[src/rtl/mcur_pkg.sv]
`default_nettype none
package mcur_pkg;

    // Register indexes on the configuration port
    localparam logic [1:0] REG_TICKS_PER_MS        = 2'd0;
    localparam logic [1:0] REG_HOLDOFF_MS          = 2'd1;
    localparam logic [1:0] REG_TRIGGER_WIDTH_TICKS = 2'd2;

    localparam logic [15:0] TICKS_PER_MS_RESET        = 16'd1000;
    localparam logic [15:0] HOLDOFF_MS_RESET          = 16'd60;
    localparam logic [7:0]  TRIGGER_WIDTH_TICKS_RESET = 8'd15;

    // Last trigger time starts one full holdoff in the past
    localparam logic [31:0] HOLDOFF_RESET_OFFSET = 32'd60;
    localparam logic [31:0] LAST_TRIGGER_RESET   = 32'd0 - HOLDOFF_RESET_OFFSET;

    localparam int unsigned CM_DIVISOR = 59;
    localparam int unsigned DIST_BITS  = 11;
    localparam logic [DIST_BITS-1:0] DIST_MAX = 11'd2047;
    localparam int unsigned SEL_BITS   = 3;

    typedef struct packed {
        logic [15:0] ticks_per_ms;
        logic [15:0] holdoff_ms;
        logic [7:0]  trigger_width_ticks;
    } cfg_t;

    typedef struct packed {
        logic trigger;
        logic updated;
    } lane_flags_t;

endpackage
`default_nettype wire

[src/rtl/mcur_lane.sv]
`default_nettype none
module mcur_lane #(
    parameter int WIDTH_BITS = 16
) (
    input  wire                     aclk,
    input  wire                     aresetn,
    input  wire                     fire,
    input  mcur_pkg::cfg_t          cfg,
    input  wire [31:0]              us_time,
    input  wire [31:0]              ms_time,
    input  wire                     echo_level,
    input  wire                     start_request,
    output mcur_pkg::lane_flags_t   flags_o,
    output logic [WIDTH_BITS-1:0]   width_o
);

    localparam logic [WIDTH_BITS-1:0] WMAX = {WIDTH_BITS{1'b1}};

    logic                  echo_prev_reg;
    logic [31:0]           rise_reg;
    logic [31:0]           rise_next;
    logic [WIDTH_BITS-1:0] width_reg;
    logic [WIDTH_BITS-1:0] width_next;
    logic [31:0]           last_trig_reg;
    logic [31:0]           last_trig_next;
    logic [7:0]            count_reg;
    logic [7:0]            count_next;

    logic [31:0] holdoff_limit;
    logic        accept_req;
    logic [7:0]  count_loaded;
    logic        trigger;
    logic        rising;
    logic        falling;
    logic [31:0] pulse;
    logic        stored;

    always_comb begin
        holdoff_limit  = last_trig_reg + {16'd0, cfg.holdoff_ms};
        accept_req     = start_request && !(ms_time < holdoff_limit);
        count_loaded   = accept_req ? cfg.trigger_width_ticks : count_reg;
        trigger        = (count_loaded != 8'd0);
        count_next     = trigger ? count_loaded - 8'd1 : count_loaded;
        last_trig_next = accept_req ? ms_time : last_trig_reg;

        rising    = echo_level && !echo_prev_reg;
        falling   = !echo_level && echo_prev_reg;
        pulse     = us_time - rise_reg;
        stored    = falling && (us_time > rise_reg);
        rise_next = rising ? us_time : rise_reg;
        if (stored) begin
            width_next = (pulse > 32'(WMAX)) ? WMAX : pulse[WIDTH_BITS-1:0];
        end else begin
            width_next = width_reg;
        end
    end

    assign flags_o.trigger = trigger;
    assign flags_o.updated = stored;
    assign width_o         = width_next;

    always_ff @(posedge aclk) begin
        if (!aresetn) begin
            echo_prev_reg <= 1'b0;
            rise_reg      <= 32'd0;
            width_reg     <= '0;
            last_trig_reg <= mcur_pkg::LAST_TRIGGER_RESET;
            count_reg     <= 8'd0;
        end else if (fire) begin
            echo_prev_reg <= echo_level;
            rise_reg      <= rise_next;
            width_reg     <= width_next;
            last_trig_reg <= last_trig_next;
            count_reg     <= count_next;
        end
    end

endmodule
`default_nettype wire

[src/rtl/mcur_merge.sv]
`default_nettype none
module mcur_merge #(
    parameter int CHANNELS   = 6,
    parameter int WIDTH_BITS = 16
) (
    input  wire                                  aclk,
    input  wire                                  aresetn,
    input  wire                                  fire,
    output logic                                 ready,
    input  mcur_pkg::lane_flags_t                flags_i [CHANNELS],
    input  wire [WIDTH_BITS-1:0]                 width_i [CHANNELS],
    input  wire [mcur_pkg::SEL_BITS-1:0]         read_channel,
    output logic                                 m_valid,
    input  wire                                  m_ready,
    output logic [CHANNELS-1:0]                  trigger_lines,
    output logic [mcur_pkg::DIST_BITS-1:0]       distance_cm,
    output logic [CHANNELS-1:0]                  updated_channels
);

    localparam int IDX_W  = (CHANNELS > 1) ? $clog2(CHANNELS) : 1;
    localparam int SHIFT  = WIDTH_BITS + 6;
    localparam int RECIP_W = WIDTH_BITS + 1;
    localparam longint unsigned RECIP =
        ((64'd1 << SHIFT) + mcur_pkg::CM_DIVISOR - 1) / mcur_pkg::CM_DIVISOR;
    localparam int PROD_W = WIDTH_BITS + RECIP_W;

    logic                  s1_valid_reg;
    logic [CHANNELS-1:0]   s1_trig_reg;
    logic [CHANNELS-1:0]   s1_upd_reg;
    logic [WIDTH_BITS-1:0] s1_width_reg;
    logic                  s1_sel_ok_reg;

    logic                           m_valid_reg;
    logic [CHANNELS-1:0]            m_trig_reg;
    logic [CHANNELS-1:0]            m_upd_reg;
    logic [mcur_pkg::DIST_BITS-1:0] m_dist_reg;
    logic [mcur_pkg::DIST_BITS-1:0] m_dist_next;

    logic                  adv2;
    logic                  adv1;
    logic [CHANNELS-1:0]   trig_vec;
    logic [CHANNELS-1:0]   upd_vec;
    logic                  sel_ok;
    logic [WIDTH_BITS-1:0] width_sel;
    logic [PROD_W-1:0]     product;
    logic [PROD_W-1:0]     quotient;

    always_comb begin
        for (int i = 0; i < CHANNELS; i++) begin
            trig_vec[i] = flags_i[i].trigger;
            upd_vec[i]  = flags_i[i].updated;
        end
        sel_ok    = ({1'b0, read_channel} < 4'(CHANNELS));
        width_sel = sel_ok ? width_i[read_channel[IDX_W-1:0]] : '0;
    end

    // Divide by the constant through a reciprocal multiply
    always_comb begin
        product  = PROD_W'(s1_width_reg) * PROD_W'(RECIP);
        quotient = product >> SHIFT;
        if (!s1_sel_ok_reg) begin
            m_dist_next = '0;
        end else if (quotient > PROD_W'(mcur_pkg::DIST_MAX)) begin
            m_dist_next = mcur_pkg::DIST_MAX;
        end else begin
            m_dist_next = quotient[mcur_pkg::DIST_BITS-1:0];
        end
    end

    assign adv2  = !m_valid_reg || m_ready;
    assign adv1  = !s1_valid_reg || adv2;
    assign ready = adv1;

    always_ff @(posedge aclk) begin
        if (!aresetn) begin
            s1_valid_reg <= 1'b0;
            m_valid_reg  <= 1'b0;
        end else begin
            if (adv1) begin
                s1_valid_reg <= fire;
            end
            if (adv2) begin
                m_valid_reg <= s1_valid_reg;
            end
        end
    end

    always_ff @(posedge aclk) begin
        if (fire) begin
            s1_trig_reg   <= trig_vec;
            s1_upd_reg    <= upd_vec;
            s1_width_reg  <= width_sel;
            s1_sel_ok_reg <= sel_ok;
        end
        if (adv2 && s1_valid_reg) begin
            m_trig_reg <= s1_trig_reg;
            m_upd_reg  <= s1_upd_reg;
            m_dist_reg <= m_dist_next;
        end
    end

    assign m_valid          = m_valid_reg;
    assign trigger_lines    = m_trig_reg;
    assign distance_cm      = m_dist_reg;
    assign updated_channels = m_upd_reg;

endmodule
`default_nettype wire

[src/rtl/multi_channel_ultrasonic_ranger_top.sv]
`default_nettype none
// Pipeline: a result is registered in the s1 stage and then in the output stage.
// Throughput: one tick per cycle while the output is not stalled; the lanes
// keep per-channel state; the reciprocal multiply sits in its own output stage.
// Reset: aresetn is synchronous, active low; it clears the time counters and all
// channel state and loads the register defaults. No clearing pass is needed.
module multi_channel_ultrasonic_ranger_top #(
    parameter int CHANNELS   = 6,
    parameter int WIDTH_BITS = 16
) (
    input  wire         aclk,
    input  wire         aresetn,
    input  wire         s_tvalid,
    output logic        s_tready,
    // echo_levels, start_requests, read_channel, zero fill
    input  wire [((2*CHANNELS+mcur_pkg::SEL_BITS+7)/8)*8-1:0] s_tdata,
    output logic        m_tvalid,
    input  wire         m_tready,
    // trigger_lines, distance_cm, updated_channels, zero fill
    output logic [((2*CHANNELS+mcur_pkg::DIST_BITS+7)/8)*8-1:0] m_tdata,
    input  wire         psel,
    input  wire         penable,
    input  wire         pwrite,
    input  wire [3:0]   paddr,
    input  wire [31:0]  pwdata,
    output logic [31:0] prdata,
    output logic        pready
);

    localparam int OUT_BITS = 2*CHANNELS + mcur_pkg::DIST_BITS;
    localparam int OUT_W    = ((OUT_BITS + 7) / 8) * 8;

    mcur_pkg::cfg_t cfg_reg;
    logic [31:0]    us_reg;
    logic [31:0]    ms_reg;
    logic [15:0]    presc_reg;
    logic [15:0]    presc_next;
    logic [31:0]    ms_next;
    logic [15:0]    tpm_eff;

    logic s_fire;
    logic ready;
    logic cfg_write;

    logic [CHANNELS-1:0]             echo_levels;
    logic [CHANNELS-1:0]             start_requests;
    logic [mcur_pkg::SEL_BITS-1:0]   read_channel;
    logic [CHANNELS-1:0]             trigger_lines;
    logic [mcur_pkg::DIST_BITS-1:0]  distance_cm;
    logic [CHANNELS-1:0]             updated_channels;

    mcur_pkg::lane_flags_t lane_flags [CHANNELS];
    logic [WIDTH_BITS-1:0] lane_width [CHANNELS];

    assign echo_levels    = s_tdata[CHANNELS-1:0];
    assign start_requests = s_tdata[2*CHANNELS-1:CHANNELS];
    assign read_channel   = s_tdata[2*CHANNELS+mcur_pkg::SEL_BITS-1:2*CHANNELS];

    assign s_tready = ready;
    assign s_fire   = s_tvalid && ready;

    // Configuration port
    assign pready    = 1'b1;
    assign cfg_write = psel && penable && pwrite && pready;

    always_ff @(posedge aclk) begin
        if (!aresetn) begin
            cfg_reg.ticks_per_ms        <= mcur_pkg::TICKS_PER_MS_RESET;
            cfg_reg.holdoff_ms          <= mcur_pkg::HOLDOFF_MS_RESET;
            cfg_reg.trigger_width_ticks <= mcur_pkg::TRIGGER_WIDTH_TICKS_RESET;
        end else if (cfg_write) begin
            case (paddr[3:2])
                mcur_pkg::REG_TICKS_PER_MS:        cfg_reg.ticks_per_ms <= pwdata[15:0];
                mcur_pkg::REG_HOLDOFF_MS:          cfg_reg.holdoff_ms <= pwdata[15:0];
                mcur_pkg::REG_TRIGGER_WIDTH_TICKS: begin
                    cfg_reg.trigger_width_ticks <= pwdata[7:0];
                end
                default: ;
            endcase
        end
    end

    always_comb begin
        case (paddr[3:2])
            mcur_pkg::REG_TICKS_PER_MS:        prdata = {16'd0, cfg_reg.ticks_per_ms};
            mcur_pkg::REG_HOLDOFF_MS:          prdata = {16'd0, cfg_reg.holdoff_ms};
            mcur_pkg::REG_TRIGGER_WIDTH_TICKS: prdata = {24'd0, cfg_reg.trigger_width_ticks};
            default:                           prdata = 32'd0;
        endcase
    end

    // Time base: a tick rate of zero counts as one
    always_comb begin
        tpm_eff = (cfg_reg.ticks_per_ms == 16'd0) ? 16'd1 : cfg_reg.ticks_per_ms;
        if (({1'b0, presc_reg} + 17'd1) >= {1'b0, tpm_eff}) begin
            presc_next = 16'd0;
            ms_next    = ms_reg + 32'd1;
        end else begin
            presc_next = presc_reg + 16'd1;
            ms_next    = ms_reg;
        end
    end

    always_ff @(posedge aclk) begin
        if (!aresetn) begin
            us_reg    <= 32'd0;
            ms_reg    <= 32'd0;
            presc_reg <= 16'd0;
        end else if (s_fire) begin
            us_reg    <= us_reg + 32'd1;
            ms_reg    <= ms_next;
            presc_reg <= presc_next;
        end
    end

    for (genvar c = 0; c < CHANNELS; c++) begin : g_lane
        mcur_lane #(
            .WIDTH_BITS (WIDTH_BITS)
        ) u_lane (
            .aclk          (aclk),
            .aresetn       (aresetn),
            .fire          (s_fire),
            .cfg           (cfg_reg),
            .us_time       (us_reg),
            .ms_time       (ms_reg),
            .echo_level    (echo_levels[c]),
            .start_request (start_requests[c]),
            .flags_o       (lane_flags[c]),
            .width_o       (lane_width[c])
        );
    end

    mcur_merge #(
        .CHANNELS   (CHANNELS),
        .WIDTH_BITS (WIDTH_BITS)
    ) u_merge (
        .aclk             (aclk),
        .aresetn          (aresetn),
        .fire             (s_fire),
        .ready            (ready),
        .flags_i          (lane_flags),
        .width_i          (lane_width),
        .read_channel     (read_channel),
        .m_valid          (m_tvalid),
        .m_ready          (m_tready),
        .trigger_lines    (trigger_lines),
        .distance_cm      (distance_cm),
        .updated_channels (updated_channels)
    );

    assign m_tdata = {(OUT_W-OUT_BITS)'(0), updated_channels, distance_cm, trigger_lines};

`ifndef SYNTHESIS
    // Input stalls only when a result is held back downstream
    assert property (@(posedge aclk) disable iff (!aresetn)
        !s_tready |-> (m_tvalid && !m_tready))
        else $error("input stalled without output backpressure");

    assert property (@(posedge aclk) disable iff (!aresetn)
        s_fire |=> (us_reg == $past(us_reg) + 32'd1))
        else $error("microsecond counter did not advance on transfer");

    assert property (@(posedge aclk) disable iff (!aresetn)
        !s_fire |=> ($stable(us_reg) && $stable(ms_reg) && $stable(presc_reg)))
        else $error("time base moved without an input transfer");
`endif

endmodule
`default_nettype wire

[config.mk]
export PLATFORM = sky130hd
export DESIGN_NAME = multi_channel_ultrasonic_ranger_top
export DESIGN_NICKNAME = d
export VERILOG_FILES = /design/src/rtl/mcur_pkg.sv /design/src/rtl/mcur_lane.sv /design/src/rtl/mcur_merge.sv /design/src/rtl/multi_channel_ultrasonic_ranger_top.sv
export SDC_FILE = /design/constraint.sdc
export NUM_CORES = 2
export LEC_CHECK = 0
export ABC_AREA = 1
export BUFFER_PORTS_ARGS = -buffer_cell sky130_fd_sc_hd__buf_2
export CORE_MARGIN = 8
export CORE_UTILIZATION = 55
export CTS_CLUSTER_SIZE = 28
export DETAILED_ROUTE_END_ITERATION = 10
export GPL_ROUTABILITY_DRIVEN = 0
export HOLD_SLACK_MARGIN = 0.12
export MAX_ROUTING_LAYER = met4
export PLACE_DENSITY = 0.71
export SYNTH_ARGS = -nofsm -noshare
export SYNTH_HDL_FRONTEND = slang
export SYNTH_SLANG_ARGS = --single-unit
[constraint.sdc]
create_clock -name aclk -period 6.31 [get_ports aclk]
set_clock_uncertainty 0.2 [all_clocks]
set_input_delay 1.262 -clock aclk [delete_from_list [all_inputs] [get_ports aclk]]
set_output_delay 1.262 -clock aclk [all_outputs]
set_load 0.02 [all_outputs]
# Word-level counts from Yosys, hierarchy flattened
# Cells that the tools add are included.
# classes
n_addsub	22
n_mul	1
magnitude_cmp	22
n_eq_ne	2
n_mux	31
bitwise	1
n_reduce_logical	74
# op_table
op	count
two-way mux 16 bit	16
adder 32 x 16 -> 32 bit	6
greater-than comparator 32 x 16 -> 1 bit, second input constant	6
greater-than comparator 32 bit	6
less-than comparator 32 bit	6
subtractor 32 bit	6
two-way mux 8 bit	12
adder 32 x 1 -> 32 bit, second input constant	2
binary-select mux 16 bit (select 3 bit)	1
one-hot mux 16 bit (3 select lines)	1
nonzero test 8 bit	6
subtractor 8 x 1 -> 8 bit, second input constant	6
multiplier 16 x 16 -> 32 bit, second input constant	1
AND reduction 2 bit	16
logical AND 1 bit	28
zero test 1 bit	20
adder 16 x 1 -> 17 bit, second input constant	1
>= comparator 17 x 16 -> 1 bit	1
adder 16 x 1 -> 16 bit, second input constant	1
zero test 16 bit	1
greater-than comparator 11 bit, second input constant	1
two-way mux 11 bit	1
>= comparator 4 bit, second input constant	1
inverter 3 -> 4 bit	1
other kinds (5)	6
# totals
ff_bits	708
input_bits	59
output_inout_bits	59
wordCells	198

# Longest topological paths before layout
# logic_depth
ltp_word	7
depth_mapped	37
depth_no_buf	36

# Modules after synthesis
# A second synthesis with hierarchy kept.
# hier_totals
cells_unflattened	8925
hier_area_um2	60872.1
# modules_own_cells
module	instances	cells_each	area_per_inst_um2	seq_area_each_um2
mcur_lane at g_lane[1].u_lane ...	3	1156	7782.5	1781.7
mcur_lane at g_lane[0].u_lane ...	2	1176	7827.5	1781.7
mcur_lane at g_lane[3].u_lane	1	1180	7638.6	1781.7
mcur_merge	1	835	7164.4	1601.5
multi_channel_ultrasonic_ranger_top	1	1090	7066.8	2402.3

# Worst setup path after synthesis
# OpenSTA, ideal clock, no wires.
# synth_timing
path_kind	register to register
start	register u_merge.s1_width_reg[8]
end	register u_merge.m_dist_reg (netlist bit u_merge.distance_cm[10]), data pin
setup_time_ns	0.259
t_arrival_ns	4.857
required_ns	5.851
path_slack_ns	0.994
stages_incl_launch_ff	23
n_path_buf	0
period_less_slack_ns	5.316
path_cell_list	edfxtp_1 ha_1 fa_1 fa_1 inv_1 fa_1 inv_1 fa_1 inv_1 fa_1 inv_1 ha_1 a21oi_1 o21ai_0 a21oi_1 o21ai_0 nand2_1 o211ai_1 a21o_1 nand2_1 nand3b_1 o21ai_0 a21oi_1
# synth_between
elab_chain_len	3
# synth_rtl
item	line	source
start, declared	mcur_merge.sv:30	logic [WIDTH_BITS-1:0] s1_width_reg;
start signal, assigned	mcur_merge.sv:92	s1_width_reg <= width_sel;
multiplier 16 x 16 -> 32 bit (*)	mcur_merge.sv:59	product = PROD_W'(s1_width_reg) * PROD_W'(RECIP);
greater-than comparator 11 bit	mcur_merge.sv:63	end else if (quotient > PROD_W'(mcur_pkg::DIST_MAX)) begin
two-way mux 11 bit (*)	mcur_merge.sv:63	
end signal, assigned	mcur_merge.sv:98	m_dist_reg <= m_dist_next;
end, declared	mcur_merge.sv:36	logic [mcur_pkg::DIST_BITS-1:0] m_dist_reg;
# Mark *: on every way between the ends. The rest lies on a longest branch, timed or not.
# A chain may end at the register's enable or synchronous reset.

# Worst setup path after layout
# layout_timing
start	register cfg_reg[11] (netlist bit)
end	register g_lane[5].u_lane.count_reg[4]
# layout_between
elab_chain_len	7
word_cells_on_any_way	8
classes_between	2 x add/sub; 1 x order compare; 2 x mux; 3 x reduce/logical
# layout_rtl
item	line	source
start, declared	multi_channel_ultrasonic_ranger_top.sv:33	mcur_pkg::cfg_t cfg_reg;
adder 32 x 16 -> 32 bit (*)	mcur_lane.sv:39	holdoff_limit = last_trig_reg + {16'd0, cfg.holdoff_ms};
less-than comparator 32 bit (*)	mcur_lane.sv:40	accept_req = start_request && !(ms_time < holdoff_limit);
zero test 1 bit (*)	mcur_lane.sv:40	
logical AND 1 bit (*)	mcur_lane.sv:40	
two-way mux 8 bit (*)	mcur_lane.sv:41	count_loaded = accept_req ? cfg.trigger_width_ticks : count_reg;
subtractor 8 x 1 -> 8 bit or nonzero test 8 bit (tied branches)	mcur_lane.sv:43, mcur_lane.sv:42	
two-way mux 8 bit (*)	mcur_lane.sv:43	count_next = trigger ? count_loaded - 8'd1 : count_loaded;
end signal, assigned	mcur_lane.sv:74	count_reg <= count_next;
end, declared	mcur_lane.sv:26	logic [7:0] count_reg;
# Marks and branches as above.

==> results_dict.tcl <==
set metrics [dict create \
    maxCapViolations 0 \
    cts_buffer_depth 3 \
    worstHoldStart "u_merge.s1_trig_reg[3]" \
    via_per_inst 5.52 \
    rsz0062_at_grt "no" \
    path_class "flip-flop to flip-flop" \
    dieArea_sq_um 121000 \
    grt_start_max_net_pins 215 \
    rows 122 \
    overflow 0 \
    numCtsBuffers 85 \
    core_sq_um 110000 \
    dieWidth_um 348 \
    outcome "complete, no violations" \
    dp_hpwl_mm 141 \
    arrival_ps 6340 \
    place_area_sq_um 62700 \
    start_util_pct 55.2 \
    io_buffers 80 \
    slew_violations 0 \
    peakVddDrop_uv 268 \
    drt-total-wl_mm 186 \
    clk_latency_ps 700 \
    hp-class "flip-flop to flip-flop" \
    die_h_um 348 \
    hold_slack_ps 218 \
    synth_edf_count 52 \
    setup_tns_ps 0 \
    path_max_fanout 6 \
    cts_tree "done" \
    clockRootBuffer "clkbuf_16" \
    power_mw 17.1 \
    crit_slowest_cell "dfxtp_1" \
    grt_pass1_vias 55300 \
    drc 0 \
    worstReg2RegEnd "g_lane[5].u_lane.count_reg[4]" \
    dr_total_vias 60600 \
    cts.htree.levels 3 \
    timing.rr.start "cfg_reg[11]" \
    post_route_cells_drive_above_1_share_pct 5.80 \
    antenna_left 0 \
    netlist_instances 9417 \
    ys_types 67 \
    synthArstFlopShare_pct 0 \
    finalHoldViolCount 0 \
    track_usage_pct 30.2 \
    grt_first_pass_wirelength_mm 292 \
    synth_seq_cells 708 \
    timing.final.crit_share_pct 94.3 \
    worst_ep_required_time_ps 6700 \
    max-slew-margin-rel_pct 24.1 \
    whs_endpoint "u_merge.trigger_lines[3]" \
    drt_iter0_drc 5259 \
    first_pass_iters 8 \
    powerDensity_nw_per_um2 261 \
    cpMostUsedCell "nand2_1" \
    r2r_cells 30 \
    synth.avg_cell_area_sq_um 6.45 \
    wl_per_cell_um 17.0 \
    antenna_found_initial 1 \
    syn_to_final_growth_pct 7.95 \
    p_leak_nw 34.9 \
    final_area_sq_um 65600 \
    setup-violations-final 0 \
    synth_flop_cell "dfxtp_1" \
    syn-cell-area_sq_um 60800 \
    cp-start-kind "flip-flop" \
    yosys_warnings 0 \
    critPathMaxStageDelay_ps 470 \
    numClockSinks 708 \
    tightestPinTransition_ps 1140 \
    io_pins 118 \
    final_cell_mix "nand2_1, inv_1, a21oi_1" \
    final_net_count 10200 \
    hold_depth 0 \
    clkTransAtPathRegs_ps 60 \
    hold_buffers 0 \
    finalCriticalPeriod_ps 5950 \
    cp-end-kind "flip-flop" \
    fmax_mhz 168 \
    seq_area_frac_synth_pct 24.2 \
    layout_commonest_cell "nand2_1" \
    reg2reg_slack_ps 360 \
]
==> worst max-delay path by stage <==
stage | from | to | slack, ps | cells after the start
2_1_floorplan | u_merge.s1_width_reg[8] | u_merge.distance_cm[10] | 990 | 22
3_3_place_gp | cfg_reg[9] | g_lane[3].u_lane.count_reg[7] | 470 | 31
3_5_place_dp | cfg_reg[9] | g_lane[3].u_lane.count_reg[6] | 360 | 31
4_1_cts | cfg_reg[9] | g_lane[3].u_lane.count_reg[3] | 320 | 31
5_1_grt | cfg_reg[8] | g_lane[5].u_lane.count_reg[4] | 30 | 31
6_report | cfg_reg[11] | g_lane[5].u_lane.count_reg[4] | 360 | 30
==> final cells by class <==
cell class,count,area (sq um)
clock buffers,119,2390
repair buffers,202,1350
flip-flops and latches,708,14700
multi-input cells,7027,39600
fillers,10500,44500
clock inverters,34,415
well taps,1488,1860
inverters,1395,5250
diodes,3,7.51
==> through the flow <==
stage	setup slack (ps)	util [%]	cells
after global placement	469	57.0	10800
final	362	59.6	11000
after detailed placement	365	57.0	10800
after global routing	27.4	59.6	11000
after floorplan	994	-	9433
after CTS	322	59.5	11000
==> routing by layer <==
metal	vias to the layer above	GRT usage, %	part of all wire [%]
li1	30500	-	-
met1	27600	38.9	43
met2	2045	47.9	44
met3	439	4.34	8.1
met4	0	12.2	4.2
met5	-	-	0
==> cells in the mapped netlist (all sizes together) (3+ instances only) <==
| cell type | n | area (sq um) |
|---|---|---|
| a21oi | 823 | 4150 |
| xnor2 | 76 | 666 |
| or2 | 99 | 619 |
| nand3 | 521 | 2630 |
| and2 | 20 | 125 |
| a21boi | 8 | 63.8 |
| clkinv | 10 | 37.5 |
| nand2 | 2705 | 10200 |
| nor2 | 694 | 2760 |
| a211oi | 7 | 52.6 |
| o211ai | 146 | 1100 |
| ha | 627 | 7850 |
| inv | 1385 | 5200 |
| dfxtp | 656 | 13100 |
| fa | 82 | 1640 |
| edfxtp | 52 | 1560 |
| o21ai | 527 | 2690 |
| nand4 | 177 | 1150 |
| nor3b | 4 | 30.0 |
| o21bai | 21 | 161 |
| nor3 | 106 | 552 |
| o221ai | 10 | 93.8 |
| and3 | 7 | 43.8 |
| a21o | 13 | 97.6 |
| a31oi | 12 | 75.1 |
| buf | 94 | 563 |
| clkbuf | 209 | 786 |
| nand3b | 20 | 154 |
| xor2 | 240 | 2100 |
| nor4 | 32 | 200 |
| o21a | 21 | 165 |
| o311ai | 3 | 43.8 |
==> logic make-up (layout without fill, tap and decap cells) <==
logic type      count (synthesis)  count (layout)  synth area share [%]
simple gates                 4385            4385                  30.4
flops                         708             708                  24.2
xor+xnor                      316             316                  4.55
other cells                     2              21                0.0124
compound gates               1599            1599                  14.4
buf+inv                      1698            1750                  10.8
fa+ha+maj                     709             709                  15.6
==> critical path, delay by kind of cell, from the launching register on <==
family                   cells  cell delay [ps]
AND/OR/NAND/NOR             14             2050
AO/OA/AOI/OAI                8             1600
adder cells (fa/ha/maj)      3              800
buffers and inverters        4              520
flip-flops                   1              470
XOR/XNOR                     1              150
==> power breakdown <==
group | total [mW] | switching (mW) | internal, mW | leakage, nW
registers | 5.08 | 0.163 | 4.92 | 5.86
clock network | 5.02 | 2.11 | 2.91 | 1.38
logic | 7.01 | 4.52 | 2.50 | 27.7
==> timing repair <==
item / 4_1_cts / 5_1_grt
endpoints found under the setup margin: 0 / 37
gates resized for setup: 0 / 14
endpoints found under the hold margin: 0 / 0
buffers inserted: 0 / 5
(Power assumes the default switching activity.)
